$ cat src/rtl/qenc_pkg.sv
`default_nettype none

package qenc_pkg;

   localparam int COUNT_W   = 16;
   localparam int DIV_W     = 10;
   localparam int FREQ_W    = 32;
   localparam int DIV_STEPS = COUNT_W;
   localparam int ITER_W    = $clog2(DIV_STEPS);
   localparam int MAG_W     = DIV_W + 16;

   localparam logic [1:0] DIR_UP   = 2'd1;
   localparam logic [1:0] DIR_DOWN = 2'd2;

   localparam logic [15:0] FEC_MAX = 16'hFFFF;

   // Register map, word index into the configuration space
   typedef enum logic [2:0] {
      REG_FAST_INTERVAL = 3'd0,
      REG_FAST_TRIGGER  = 3'd1,
      REG_IDLE_TIMEOUT  = 3'd2,
      REG_FAST_MULT     = 3'd3,
      REG_FREQ_STEP     = 3'd4,
      REG_MENU_DIV      = 3'd5,
      REG_VALUE_DIV     = 3'd6,
      REG_REVERSE       = 3'd7
   } reg_index_type;

   localparam logic [31:0] RST_FAST_INTERVAL = 32'd1000;
   localparam logic [15:0] RST_FAST_TRIGGER  = 16'd50;
   localparam logic [31:0] RST_IDLE_TIMEOUT  = 32'd38333;
   localparam logic [9:0]  RST_FAST_MULT     = 10'd100;
   localparam logic [15:0] RST_FREQ_STEP     = 16'd1;
   localparam logic [9:0]  RST_MENU_DIV      = 10'd10;
   localparam logic [9:0]  RST_VALUE_DIV     = 10'd1;

   typedef struct packed {
      logic load;
      logic step;
      logic speed;
      logic iter;
      logic finish;
   } cmd_type;

   typedef struct packed {
      logic div_last;
   } status_type;

endpackage

`default_nettype wire

$ cat src/rtl/qenc_ctrl.sv
`default_nettype none

module qenc_ctrl (
   input  wire                  clock,
   input  wire                  reset,
   input  wire                  req_valid,
   output logic                 req_stall,
   output logic                 rsp_valid,
   input  wire                  rsp_stall,
   input  qenc_pkg::status_type status,
   output qenc_pkg::cmd_type    cmd
);

   typedef enum logic [2:0] {
      ST_IDLE,
      ST_STEP,
      ST_SPEED,
      ST_DIV,
      ST_FINISH
   } state_type;

   state_type state_ff;
   logic      req_stall_ff;
   logic      rsp_valid_ff;
   logic      out_free;

   assign out_free = !rsp_valid_ff || !rsp_stall;

   always_comb begin
      cmd        = '0;
      cmd.load   = req_valid && !req_stall_ff;
      cmd.step   = (state_ff == ST_STEP);
      cmd.speed  = (state_ff == ST_SPEED);
      cmd.iter   = (state_ff == ST_DIV);
      cmd.finish = (state_ff == ST_FINISH) && out_free;
   end

   always_ff @(posedge clock) begin
      if (reset) begin
         state_ff     <= ST_IDLE;
         req_stall_ff <= 1'b0;
         rsp_valid_ff <= 1'b0;
      end else begin
         if (rsp_valid_ff && !rsp_stall) begin
            rsp_valid_ff <= 1'b0;
         end
         case (state_ff)
            ST_IDLE: begin
               if (req_valid) begin
                  state_ff     <= ST_STEP;
                  req_stall_ff <= 1'b1;
               end
            end
            ST_STEP: begin
               state_ff <= ST_SPEED;
            end
            ST_SPEED: begin
               state_ff <= ST_DIV;
            end
            ST_DIV: begin
               if (status.div_last) begin
                  state_ff <= ST_FINISH;
               end
            end
            ST_FINISH: begin
               // hold the result until the output register frees up
               if (out_free) begin
                  state_ff     <= ST_IDLE;
                  req_stall_ff <= 1'b0;
                  rsp_valid_ff <= 1'b1;
               end
            end
            default: begin
               state_ff     <= ST_IDLE;
               req_stall_ff <= 1'b0;
            end
         endcase
      end
   end

   assign req_stall = req_stall_ff;
   assign rsp_valid = rsp_valid_ff;

   a_finish_free: assert property (@(posedge clock) disable iff (reset)
      cmd.finish |-> !(rsp_valid_ff && rsp_stall))
      else $error("result loaded over an untaken result");

   a_accept_starts: assert property (@(posedge clock) disable iff (reset)
      (req_valid && !req_stall_ff) |=> (state_ff == ST_STEP))
      else $error("accepted transaction did not start processing");

   a_ready_idle: assert property (@(posedge clock) disable iff (reset)
      !req_stall_ff |-> (state_ff == ST_IDLE))
      else $error("input open while busy");

endmodule

`default_nettype wire

$ cat src/rtl/qenc_dpath.sv
`default_nettype none

module qenc_dpath #(
   parameter int TIME_WIDTH = 32
) (
   input  wire                     clock,
   input  wire                     reset,
   input  qenc_pkg::cmd_type       cmd,
   output qenc_pkg::status_type    status,
   input  wire [31:0]              fast_interval_ticks,
   input  wire [15:0]              fast_trigger_count,
   input  wire [31:0]              idle_timeout_ticks,
   input  wire [9:0]               fast_multiplier,
   input  wire [15:0]              freq_step_size,
   input  wire [9:0]               menu_divisor,
   input  wire [9:0]               value_divisor,
   input  wire                     reverse_direction,
   input  wire                     in_edge_channel,
   input  wire                     in_pin_q,
   input  wire                     in_pin_i,
   input  wire [TIME_WIDTH-1:0]    in_timestamp,
   input  wire                     in_menu_taken,
   input  wire                     in_value_taken,
   output logic signed [31:0]      out_freq_step,
   output logic signed [7:0]       out_menu_steps,
   output logic signed [15:0]      out_value_steps,
   output logic                    out_menu_new,
   output logic                    out_value_new,
   output logic                    out_fast_active
);

   localparam int CMP_W = (TIME_WIDTH > 32) ? TIME_WIDTH : 32;

   // latched transaction
   logic                  chan_ff, pin_q_ff, pin_i_ff, menu_tk_ff, value_tk_ff;
   logic [TIME_WIDTH-1:0] now_ff;

   // persistent state
   logic [15:0]           count_ff;
   logic                  menu_flag_ff, menu_seen_ff, value_flag_ff, value_seen_ff;
   logic                  fast_mode_ff, dir_chg_ff;
   logic [15:0]           fec_ff;
   logic [TIME_WIDTH-1:0] last_time_ff;
   logic [1:0]            last_dir_ff;

   // per-transaction working registers
   logic                  up_ff, fwd_ff, back_ff, idle_ff, quick_ff;
   logic [9:0]            dm_ff, dv_ff, rm_ff, rv_ff;
   logic [15:0]           qm_ff, qv_ff;
   logic [qenc_pkg::ITER_W-1:0] iter_ff;
   logic [qenc_pkg::MAG_W-1:0]  mag_ff;

   // step stage
   logic                  menu_flag_c, value_flag_c, clear_m, clear_v, up_c, fwd_c;
   logic [15:0]           base_c, count_c;
   logic [TIME_WIDTH-1:0] delta_c;

   always_comb begin
      menu_flag_c  = menu_flag_ff & ~menu_tk_ff;
      value_flag_c = value_flag_ff & ~value_tk_ff;
      up_c         = pin_q_ff ^ pin_i_ff ^ ~chan_ff;
      fwd_c        = up_c ^ reverse_direction;
      clear_m      = menu_seen_ff & ~menu_flag_c;
      clear_v      = ~clear_m & value_seen_ff & ~value_flag_c;
      base_c       = (clear_m || clear_v) ? 16'd0 : count_ff;
      count_c      = fwd_c ? base_c + 16'd1 : base_c - 16'd1;
      delta_c      = now_ff - last_time_ff;
   end

   // speed stage
   logic [15:0] fec_c;
   logic        fm_c, dc_c;
   logic [1:0]  dir_c;

   always_comb begin
      fec_c = fec_ff;
      fm_c  = fast_mode_ff;
      if (!back_ff) begin
         if (idle_ff) begin
            fm_c  = 1'b0;
            fec_c = 16'd0;
         end else if (quick_ff && fec_ff != qenc_pkg::FEC_MAX) begin
            fec_c = fec_ff + 16'd1;
         end
      end
      if (fec_c > fast_trigger_count) begin
         fm_c = 1'b1;
      end
      dir_c = up_ff ? qenc_pkg::DIR_UP : qenc_pkg::DIR_DOWN;
      dc_c  = dir_chg_ff;
      if (last_dir_ff != dir_c) begin
         dc_c = ~dir_chg_ff;
      end else if (dir_chg_ff) begin
         // direction change confirmed: drop fast mode
         fm_c  = 1'b0;
         dc_c  = 1'b0;
         fec_c = 16'd0;
      end
   end

   // divider step, two lanes in lockstep
   logic [10:0] rm_sh, rv_sh;
   logic        qm_bit, qv_bit;
   logic [15:0] abs_c;

   always_comb begin
      abs_c  = count_ff[15] ? 16'(-count_ff) : count_ff;
      rm_sh  = {rm_ff, qm_ff[15]};
      rv_sh  = {rv_ff, qv_ff[15]};
      qm_bit = (rm_sh >= {1'b0, dm_ff});
      qv_bit = (rv_sh >= {1'b0, dv_ff});
   end

   // finish stage
   logic [15:0] mq_c, vq_c;
   logic        mset_c, vset_c;

   always_comb begin
      mq_c   = count_ff[15] ? 16'(-qm_ff) : qm_ff;
      vq_c   = count_ff[15] ? 16'(-qv_ff) : qv_ff;
      mset_c = (mq_c[7:0] != 8'd0);
      vset_c = (vq_c != 16'd0);
   end

   assign status.div_last = (iter_ff == qenc_pkg::ITER_W'(qenc_pkg::DIV_STEPS - 1));

   always_ff @(posedge clock) begin
      if (reset) begin
         count_ff      <= '0;
         menu_flag_ff  <= 1'b0;
         menu_seen_ff  <= 1'b0;
         value_flag_ff <= 1'b0;
         value_seen_ff <= 1'b0;
         fast_mode_ff  <= 1'b0;
         dir_chg_ff    <= 1'b0;
         fec_ff        <= '0;
         last_time_ff  <= '0;
         last_dir_ff   <= '0;
      end else begin
         if (cmd.step) begin
            count_ff      <= count_c;
            menu_flag_ff  <= menu_flag_c;
            value_flag_ff <= value_flag_c;
            menu_seen_ff  <= menu_seen_ff & ~clear_m;
            value_seen_ff <= value_seen_ff & ~clear_v;
            last_time_ff  <= now_ff;
         end
         if (cmd.speed) begin
            fec_ff       <= fec_c;
            fast_mode_ff <= fm_c;
            dir_chg_ff   <= dc_c;
            last_dir_ff  <= dir_c;
         end
         if (cmd.finish) begin
            if (mset_c) begin
               menu_flag_ff <= 1'b1;
               menu_seen_ff <= 1'b1;
            end
            if (vset_c) begin
               value_flag_ff <= 1'b1;
               value_seen_ff <= 1'b1;
            end
         end
      end
   end

   always_ff @(posedge clock) begin
      if (cmd.load) begin
         chan_ff     <= in_edge_channel;
         pin_q_ff    <= in_pin_q;
         pin_i_ff    <= in_pin_i;
         now_ff      <= in_timestamp;
         menu_tk_ff  <= in_menu_taken;
         value_tk_ff <= in_value_taken;
      end
      if (cmd.step) begin
         up_ff    <= up_c;
         fwd_ff   <= fwd_c;
         back_ff  <= (last_time_ff > now_ff);
         idle_ff  <= (CMP_W'(delta_c) > CMP_W'(idle_timeout_ticks));
         quick_ff <= (CMP_W'(fast_interval_ticks) >= CMP_W'(delta_c));
      end
      if (cmd.speed) begin
         qm_ff   <= abs_c;
         qv_ff   <= abs_c;
         rm_ff   <= '0;
         rv_ff   <= '0;
         iter_ff <= '0;
         dm_ff   <= (menu_divisor == 10'd0) ? 10'd1 : menu_divisor;
         dv_ff   <= (value_divisor == 10'd0) ? 10'd1 : value_divisor;
      end
      if (cmd.iter) begin
         rm_ff   <= qm_bit ? 10'(rm_sh - {1'b0, dm_ff}) : rm_sh[9:0];
         rv_ff   <= qv_bit ? 10'(rv_sh - {1'b0, dv_ff}) : rv_sh[9:0];
         qm_ff   <= {qm_ff[14:0], qm_bit};
         qv_ff   <= {qv_ff[14:0], qv_bit};
         iter_ff <= iter_ff + qenc_pkg::ITER_W'(1);
         mag_ff  <= (fast_mode_ff ? fast_multiplier : 10'd1) * freq_step_size;
      end
      if (cmd.finish) begin
         out_freq_step   <= fwd_ff ? 32'(mag_ff) : -32'(mag_ff);
         out_menu_steps  <= mq_c[7:0];
         out_value_steps <= vq_c;
         out_menu_new    <= menu_flag_ff | mset_c;
         out_value_new   <= value_flag_ff | vset_c;
         out_fast_active <= fast_mode_ff;
      end
   end

   a_count_moves_one: assert property (@(posedge clock) disable iff (reset)
      cmd.step |=> (count_ff == $past(count_ff) + 16'd1 ||
                    count_ff == $past(count_ff) - 16'd1 ||
                    count_ff == 16'd1 || count_ff == 16'hFFFF))
      else $error("step count moved by more than one edge");

   a_rem_bounded: assert property (@(posedge clock) disable iff (reset)
      cmd.iter |-> (rm_ff < dm_ff && rv_ff < dv_ff))
      else $error("divider remainder out of range");

endmodule

`default_nettype wire

$ cat src/rtl/quadrature_encoder_dual_speed.sv
// Quadrature encoder with dual-speed acceleration. Each input transaction is
// one encoder edge (edged channel, both pin levels, timestamp, consumer
// acknowledgements) and yields exactly one result transaction: the signed
// frequency delta, the menu and value quotients of the accumulated step
// count, the pending-result flags and the fast-mode indication. A new edge
// is not accepted while a transaction is in progress; the next one is
// accepted in the cycle after the result is loaded. Each transaction runs
// the count update, the speed update, the two-lane restoring divider,
// which produces both quotients side by side at one bit per cycle, and
// the result load, which waits until the output register is free. A
// finished result sits in the output register while the next edge is
// accepted. Configuration registers sit at byte address 4*i and must be
// written only while the block is idle; the block does not enforce this.

`default_nettype none

module quadrature_encoder_dual_speed #(
   parameter int TIME_WIDTH = 32
) (
   input  wire                   clock,
   input  wire                   reset,
   // edge input channel
   input  wire                   req_valid,
   output logic                  req_stall,
   input  wire                   req_edge_channel,
   input  wire                   req_pin_q,
   input  wire                   req_pin_i,
   input  wire [TIME_WIDTH-1:0]  req_timestamp,
   input  wire                   req_menu_taken,
   input  wire                   req_value_taken,
   // result channel
   output logic                  rsp_valid,
   input  wire                   rsp_stall,
   output logic signed [31:0]    rsp_freq_step,
   output logic signed [7:0]     rsp_menu_steps,
   output logic signed [15:0]    rsp_value_steps,
   output logic                  rsp_menu_new,
   output logic                  rsp_value_new,
   output logic                  rsp_fast_active,
   // configuration port
   input  wire                   psel,
   input  wire                   penable,
   input  wire                   pwrite,
   input  wire [4:0]             paddr,
   input  wire [31:0]            pwdata,
   output logic [31:0]           prdata,
   output logic                  pready
);

   // Configuration registers
   logic [31:0] fast_interval_ff;
   logic [15:0] fast_trigger_ff;
   logic [31:0] idle_timeout_ff;
   logic [9:0]  fast_mult_ff;
   logic [15:0] freq_step_ff;
   logic [9:0]  menu_div_ff;
   logic [9:0]  value_div_ff;
   logic        reverse_ff;

   logic                    csr_write;
   qenc_pkg::reg_index_type csr_index;

   assign pready    = 1'b1;
   assign csr_write = psel && penable && pwrite;
   // word index; byte-lane bits of the address are ignored
   assign csr_index = qenc_pkg::reg_index_type'(paddr[4:2]);

   always_ff @(posedge clock) begin
      if (reset) begin
         fast_interval_ff <= qenc_pkg::RST_FAST_INTERVAL;
         fast_trigger_ff  <= qenc_pkg::RST_FAST_TRIGGER;
         idle_timeout_ff  <= qenc_pkg::RST_IDLE_TIMEOUT;
         fast_mult_ff     <= qenc_pkg::RST_FAST_MULT;
         freq_step_ff     <= qenc_pkg::RST_FREQ_STEP;
         menu_div_ff      <= qenc_pkg::RST_MENU_DIV;
         value_div_ff     <= qenc_pkg::RST_VALUE_DIV;
         reverse_ff       <= 1'b0;
      end else if (csr_write) begin
         case (csr_index)
            qenc_pkg::REG_FAST_INTERVAL: fast_interval_ff <= pwdata;
            qenc_pkg::REG_FAST_TRIGGER:  fast_trigger_ff  <= pwdata[15:0];
            qenc_pkg::REG_IDLE_TIMEOUT:  idle_timeout_ff  <= pwdata;
            qenc_pkg::REG_FAST_MULT:     fast_mult_ff     <= pwdata[9:0];
            qenc_pkg::REG_FREQ_STEP:     freq_step_ff     <= pwdata[15:0];
            qenc_pkg::REG_MENU_DIV:      menu_div_ff      <= pwdata[9:0];
            qenc_pkg::REG_VALUE_DIV:     value_div_ff     <= pwdata[9:0];
            qenc_pkg::REG_REVERSE:       reverse_ff       <= pwdata[0];
            default: begin
            end
         endcase
      end
   end

   // Read back: zero-extend each register to the bus width
   always_comb begin
      case (csr_index)
         qenc_pkg::REG_FAST_INTERVAL: prdata = fast_interval_ff;
         qenc_pkg::REG_FAST_TRIGGER:  prdata = 32'(fast_trigger_ff);
         qenc_pkg::REG_IDLE_TIMEOUT:  prdata = idle_timeout_ff;
         qenc_pkg::REG_FAST_MULT:     prdata = 32'(fast_mult_ff);
         qenc_pkg::REG_FREQ_STEP:     prdata = 32'(freq_step_ff);
         qenc_pkg::REG_MENU_DIV:      prdata = 32'(menu_div_ff);
         qenc_pkg::REG_VALUE_DIV:     prdata = 32'(value_div_ff);
         qenc_pkg::REG_REVERSE:       prdata = 32'(reverse_ff);
         default:                     prdata = '0;
      endcase
   end

   // Controller sequences each transaction: latch, count update, speed
   // update and divider setup, 16 divider steps, then result load once the
   // output register is free.
   qenc_pkg::cmd_type    cmd;
   qenc_pkg::status_type status;

   qenc_ctrl u_ctrl (
      .clock     (clock),
      .reset     (reset),
      .req_valid (req_valid),
      .req_stall (req_stall),
      .rsp_valid (rsp_valid),
      .rsp_stall (rsp_stall),
      .status    (status),
      .cmd       (cmd)
   );

   // Datapath holds the step count, flags, speed detector state, the
   // two-lane divider and the output payload registers.
   qenc_dpath #(
      .TIME_WIDTH (TIME_WIDTH)
   ) u_dpath (
      .clock               (clock),
      .reset               (reset),
      .cmd                 (cmd),
      .status              (status),
      .fast_interval_ticks (fast_interval_ff),
      .fast_trigger_count  (fast_trigger_ff),
      .idle_timeout_ticks  (idle_timeout_ff),
      .fast_multiplier     (fast_mult_ff),
      .freq_step_size      (freq_step_ff),
      .menu_divisor        (menu_div_ff),
      .value_divisor       (value_div_ff),
      .reverse_direction   (reverse_ff),
      .in_edge_channel     (req_edge_channel),
      .in_pin_q            (req_pin_q),
      .in_pin_i            (req_pin_i),
      .in_timestamp        (req_timestamp),
      .in_menu_taken       (req_menu_taken),
      .in_value_taken      (req_value_taken),
      .out_freq_step       (rsp_freq_step),
      .out_menu_steps      (rsp_menu_steps),
      .out_value_steps     (rsp_value_steps),
      .out_menu_new        (rsp_menu_new),
      .out_value_new       (rsp_value_new),
      .out_fast_active     (rsp_fast_active)
   );

endmodule

`default_nettype wire
$ cat config.mk
export PLATFORM = sky130hd
export DESIGN_NAME = quadrature_encoder_dual_speed
export DESIGN_NICKNAME = d
export VERILOG_FILES = /design/src/rtl/qenc_pkg.sv /design/src/rtl/qenc_ctrl.sv /design/src/rtl/qenc_dpath.sv /design/src/rtl/quadrature_encoder_dual_speed.sv
export SDC_FILE = /design/constraint.sdc
export NUM_CORES = 1
export LEC_CHECK = 0
export ABC_CLOCK_PERIOD_IN_PS = 6000
export BUFFER_PORTS_ARGS = -buffer_cell sky130_fd_sc_hd__buf_2
export CAP_MARGIN = 15
export CORE_AREA = 4 4 174 303
export CTS_CLUSTER_SIZE = 28
export DETAILED_ROUTE_END_ITERATION = 16
export DIE_AREA = 0 0 178 307
export PLACE_DENSITY = 0.88
export RECOVER_POWER = 50
export SLEW_MARGIN = 25
export SYNTH_ARGS = -nofsm -noshare
export SYNTH_HDL_FRONTEND = slang
export SYNTH_SLANG_ARGS = --single-unit
$ cat constraint.sdc
create_clock -name clock -period 6 [get_ports clock]
set_input_delay 1.5 -clock clock [delete_from_list [all_inputs] [get_ports clock]]
set_output_delay 1.5 -clock clock [all_outputs]
set_load 0.02 [all_outputs]
# Word level (Yosys, flattened, before mapping)
# Index checks and enable logic that the tools add are counted.
dict set report word_totals {
  register_bits 407
  in_bits 81
  output_inout_bits 94
  elab_cells 184
}
dict set report op_classes {
  n_addsub 11
  multipliers 1
  magnitude_cmp 6
  n_eq_ne 17
  mux 52
  bitwise 21
  reduce_logical 29
}
# op n
set op_table {}
lappend op_table {{32-bit case mux with 8 select lines} 1}
lappend op_table {{16-bit two-way mux} 12}
lappend op_table {{32-bit greater-than comparator} 2}
lappend op_table {{10-bit two-way mux} 6}
lappend op_table {{16-bit by 1-bit adder with 16-bit output, second input constant} 2}
lappend op_table {{32-bit >= comparator} 1}
lappend op_table {{16-bit negator} 2}
lappend op_table {{26-bit negator with 32-bit output} 1}
lappend op_table {{32-bit subtractor} 1}
lappend op_table {{26-bit by 16-bit multiplier with 26-bit output} 1}
lappend op_table {{26-bit two-way mux} 1}
lappend op_table {{1-bit two-way mux} 23}
lappend op_table {{11-bit by 10-bit >= comparator with 1-bit output} 2}
lappend op_table {{10-bit logical NOT} 2}
lappend op_table {{10-bit subtractor} 2}
lappend op_table {{16-bit greater-than comparator} 1}
lappend op_table {{16-bit inequality test, second input constant} 1}
lappend op_table {{2-bit AND reduction} 8}
lappend op_table {{16-bit nonzero test} 1}
lappend op_table {{16-bit by 1-bit subtractor with 16-bit output, second input constant} 1}
lappend op_table {{3-bit == test, second input constant} 5}
lappend op_table {{3-bit case mux with 5 select lines} 1}
lappend op_table {{3-bit by 2-bit == test with 1-bit output, second input constant} 4}
lappend op_table {{3-bit two-way mux} 3}
lappend op_table {{23 further kinds} 53}

# Longest topological paths before layout
dict set report logic_depth {
  depth_word 12
  depth_mapped 22
  ltp_nobuf 20
}

# Cells and area by module
# From an unflattened synthesis, not the netlist that was laid out.
dict set report hier_totals {
  hier_cells 3091
  hier_area_um2 27905.5
}
# mod instances cells_each area_per_inst_um2 seq_area_each_um2
set by_module_without_submodules {}
lappend by_module_without_submodules {qenc_dpath 1 2358 22126.2 7537.2}
lappend by_module_without_submodules {quadrature_encoder_dual_speed 1 704 5541.6 2542.4}
lappend by_module_without_submodules {qenc_ctrl 1 29 237.7 100.1}

# Worst setup path after synthesis
# Ideal clock, no wire load.
dict set report synth_path {
  path_kind {flip-flop to flip-flop}
  from {reg u_dpath.fast_mode_ff}
  to {reg u_dpath.mag_ff[24] in the netlist's numbering (data pin)}
  setup_time_ns 0.258
  t_arrival_ns 5.591
  required_time_ns 5.742
  path_slack_ns 0.151
  stages_incl_launch_ff 21
  n_path_buf 2
  period_less_slack_ns 5.849
  cell_sequence {dfxtp_1 -> clkbuf_1 -> and2_0 -> clkbuf_1 -> nand2_1 -> fa_1 -> inv_1 -> fa_1 -> fa_1 -> fa_1 -> inv_1 -> fa_1 -> inv_1 -> ha_1 -> a21o_1 -> a21o_1 -> a221o_1 -> o21ai_0 -> o21ai_0 -> a21oi_1 -> xnor2_1}
}
dict set report synth_between {
  elab_chain_cells 2
}
# item line_no
set synth_lines {}
lappend synth_lines {{from (decl)} qenc_dpath.sv:41} ;# logic fast_mode_ff, dir_chg_ff;
lappend synth_lines {{from (signal assigned)} qenc_dpath.sv:150} ;# fast_mode_ff <= fm_c;
lappend synth_lines {{10-bit two-way mux} qenc_dpath.sv:198} ;# mag_ff <= (fast_mode_ff ? fast_multiplier : 10'd1) * freq_step_size;
lappend synth_lines {{26-bit by 16-bit multiplier with 26-bit output} qenc_dpath.sv:198}
lappend synth_lines {{to (signal assigned)} qenc_dpath.sv:198}
lappend synth_lines {{to (decl)} qenc_dpath.sv:51} ;# logic [qenc_pkg::MAG_W-1:0] mag_ff;
# No other way between the ends.
# A chain may end at the register's enable or synchronous reset.

# Worst setup path after layout
dict set report layout_path {
  from {reg u_dpath.now_ff[13]}
  to {reg u_dpath.idle_ff (data pin)}
}
dict set report layout_between {
  elab_chain_cells 2
}
# item line_no
set layout_lines {}
lappend layout_lines {{from (decl)} qenc_dpath.sv:36} ;# logic [TIME_WIDTH-1:0] now_ff;
lappend layout_lines {{from (signal assigned)} qenc_dpath.sv:172} ;# now_ff <= in_timestamp;
lappend layout_lines {{32-bit subtractor} qenc_dpath.sv:67} ;# delta_c = now_ff - last_time_ff;
lappend layout_lines {{32-bit greater-than comparator} qenc_dpath.sv:180} ;# idle_ff <= (CMP_W'(delta_c) > CMP_W'(idle_timeout_ticks));
lappend layout_lines {{to (signal assigned)} qenc_dpath.sv:180}
lappend layout_lines {{to (decl)} qenc_dpath.sv:47} ;# logic up_ff, fwd_ff, back_ff, idle_ff, quick_ff;
# No other way between the ends.

==> run metrics <==
status finished with violations; failing checks max-capacitance violations, max-slew violations; WP data arrival 6.06 ns; Final Critical Period 5.880 ns; hold buffers post-CTS 0; FFs w/ async S/R, synth 0%; Synth top area share 21.82%; ys flop type dfxtp_1; clk_skew 0.02787 ns; final setup vio count 0; CP most frequent cell a31oi_1; Cell Rows 109; Num Clock Sinks 407; Clock Latency Late Sink 0.57 ns; Root Driver clkbuf_16; internal power 5.209 mW; f_max 170.1 MHz; Final #Nets 3680; ratio of cells with drive above 1 in the final layout 9.882%; Sw Share 30.49%; largest net degree at the start of global routing 64; CP bufs+invs 1; post-layout instance area 30920 um^2; RSZ-0062 raised after global routing no; CTS max path bufs 3; first-pass GRT wire length 121300 um; syn_nets 3565; Psw 2.285 mW; worst-margin pin slew 3.238 ns; synth top area cells edfxtp_1 (22%), dfxtp_1 (15%), ha_1 (9.6%), fa_1 (8.2%), nand2_1 (6.8%); Worst Setup Start Kind flip-flop; Gate power share 23.1%; Tightest Hold Check Type flip-flop to flip-flop; wirelength, routed 75890 um; CP Data Required Time 6.18 ns; Final Hold Viols 0; die area 54650 um^2; Vias 23730; clock buffer count from CTS 38; DR iter-0 viols 1978; Placed Instance Area 29600 um^2; Tcrit/Tclk final 97.99%; # H-tree levels 2; Max Cap Viol 4; cells after synthesis 3155; Via density 5.976; peak supply drop 0.0002735 V; GRT Util Overall 27.58%; Pins Over Slew Limit 177; # fillers 4083; port bufs 171; router iterations before antenna repair 8; I/O Pins 175; HPWL Detailed 56440 um; synthesized area per cell 8.855 um^2; Seq/Total Area, Yosys 36.44%; RePlAce Congestion 1.000; Ys Warns 0; Post-synth EDFFs 203; initial antenna violation count 6; number of global-route vias before repair 23880; leading area contributor after synthesis edfxtp_1; post-route ant nets 0; Syn Std Cell Area 27940 um^2; core area 50320 um^2; Die Y 307 um; Seq cells post-synth 407; Slowest-stage cell, CP o41ai_1; total grt overflow 0; residual DRC count 0; TritonCTS clock tree done; Wirelength per Cell 19.11 um; Critical Path, Cell by Cell ha_1 > a21oi_1 > o21ai_0 > a31oi_1 > o221ai_1 > a31oi_1 > buf_4 > o41ai_1 > xor2_1 > ha_1 > nand4_1 > nor2_1 > nand2_1 > or3_1 > nor4_1 > a31oi_1; max_slew headroom -115.9%; Chip Width 178 um; count of cell types in the netlist 79; Setup Crit Path Kind flip-flop to flip-flop; clock network power share 33.8%; Max stage delay on crit path 0.63 ns; CP Capture Type flip-flop; Clock transition at path regs 0.06 ns; Leakage 13.28 nW; power share of the sequential group 43.1%; CP top delay family compound AO/OA/AOI/OAI gates; Area Overhead vs Synth 10.69%; worst-path fanout max 8; Starting Density 55.51%; overall power 7.494 mW; PwrDens 242.3 nW/um^2
-- cells in the mapped netlist (all sizes together) (34+ instances only) --
master  number
inv        295
o21a        43
ha         215
o21ai      126
and3        80
a31oi       34
mux2i       56
fa         114
a21o        48
and2        38
nor3        44
nand2      506
a21oi      264
xnor2       80
nand3       39
clkbuf     161
dfxtp      204
nor2       200
xor2        72
edfxtp     203
-- metal layers --
layer / share of wire (%) / routed length [um] / GRT usage (%)
met3: 7.8 / 5898 / 4.969
met5: 0.0092 / 7 / 0
met2: 51 / 38630 / 50.00
met1: 34 / 25430 / 28.76
met4: 7.8 / 5928 / 17.95
-- power groups by stage --
stage,Clock [mW],Sequential (mW),Combinational [mW]
global route,2.69,3.24,1.92
CTS,2.57,3.22,1.70
finish,2.53,3.23,1.73
floorplan,0,3.24,1.27
global placement,0,3.28,1.62
detailed placement,0,3.28,1.68
-- through the flow --
step / worst slack, ns / TNS (ns) / util, % / hold WS, ns / std cells
2_1_floorplan: 0.1511 / 0 / - / 0.4363 / 3155
3_5_place_dp: -0.1399 / -0.2671 / 58.82 / 0.4463 / 3894
6_report: 0.1203 / 0 / 61.45 / 0.4560 / 3971
5_1_grt: 0.008321 / 0 / 61.43 / 0.4737 / 3967
3_3_place_gp: -0.1245 / -0.1644 / 58.78 / 0.4411 / 3894
4_1_cts: 0.07778 / 0 / 61.43 / 0.4553 / 3963
-- kinds of logic after synthesis --
family          share of synthesized area [%]
fa+ha+maj                               17.80
flops                                   36.44
xor+xnor                                4.765
simple gates                            16.87
other cells                           0.01342
compound gates                          15.24
mux                                     2.369
buf+inv                                 6.503
-- cell type report --
type | instances | area, um^2 | area share [%]
antenna | 6 | 15.01 | 0.04856
clock buffer | 52 | 1131 | 3.658
clock inverter | 17 | 178.9 | 0.5786
inverter | 297 | 1115 | 3.605
multi-input combinational | 2275 | 16040 | 51.89
sequential | 407 | 10180 | 32.93
tap | 666 | 833.3 | 2.695
timing repair buffer | 251 | 1421 | 4.597
-- flip-flops by register name, indices dropped and copies added, names as in the netlist, 16 cells and up --
signal / count
u_dpath.out_value_steps: 16
fast_trigger_ff: 16
u_dpath.last_time_ff: 32
idle_timeout_ff: 32
u_dpath.count_ff: 16
u_dpath.now_ff: 32
u_dpath.qv_ff: 16
freq_step_ff: 16
u_dpath.qm_ff: 16
u_dpath.mag_ff: 26
u_dpath.fec_ff: 16
fast_interval_ff: 32
u_dpath.out_freq_step: 32
-- worst reg2reg max path, stage by stage, from the launching register on --
cell and delay, ns:
edfxtp_1 0.39, ha_1 0.49, a21oi_1 0.20, o21ai_0 0.29, a31oi_1 0.13, o221ai_1 0.44, a31oi_1 0.21, buf_4 0.20
o41ai_1 0.63, xor2_1 0.16, ha_1 0.35, nand4_1 0.08, nor2_1 0.39, nand2_1 0.20, or3_1 0.44, nor4_1 0.58
a31oi_1 0.30
-- placed cells by master (no fill, tap or decap), drive strengths merged, types with 56 or more instances in the layout --
cell	n
mux2i	56
xor2	72
buf	228
fa	114
o21ai	126
edfxtp	203
and3	80
clkbuf	75
xnor2	80
a21oi	264
ha	215
dfxtp	204
nand2	506
nor2	200
inv	297
-- final timing paths --
check	startpoint	to	slack [ns]	cells after the start
worst max-delay path	u_dpath.now_ff[13]	u_dpath.idle_ff	0.12	16
worst min-delay path	u_dpath.last_time_ff[15]	u_dpath.last_time_ff[15]	0.46	2
worst max register to register	u_dpath.now_ff[13]	u_dpath.idle_ff	0.12	16
worst min register to register	u_dpath.last_time_ff[15]	u_dpath.last_time_ff[15]	0.46	2
-- timing repair --
item,4_1_cts,5_1_grt
pin swaps,0,1
resized for setup,2,7
endpoints found under the setup margin,3,5
setup buffers,0,1
(Power assumes the default switching activity.)
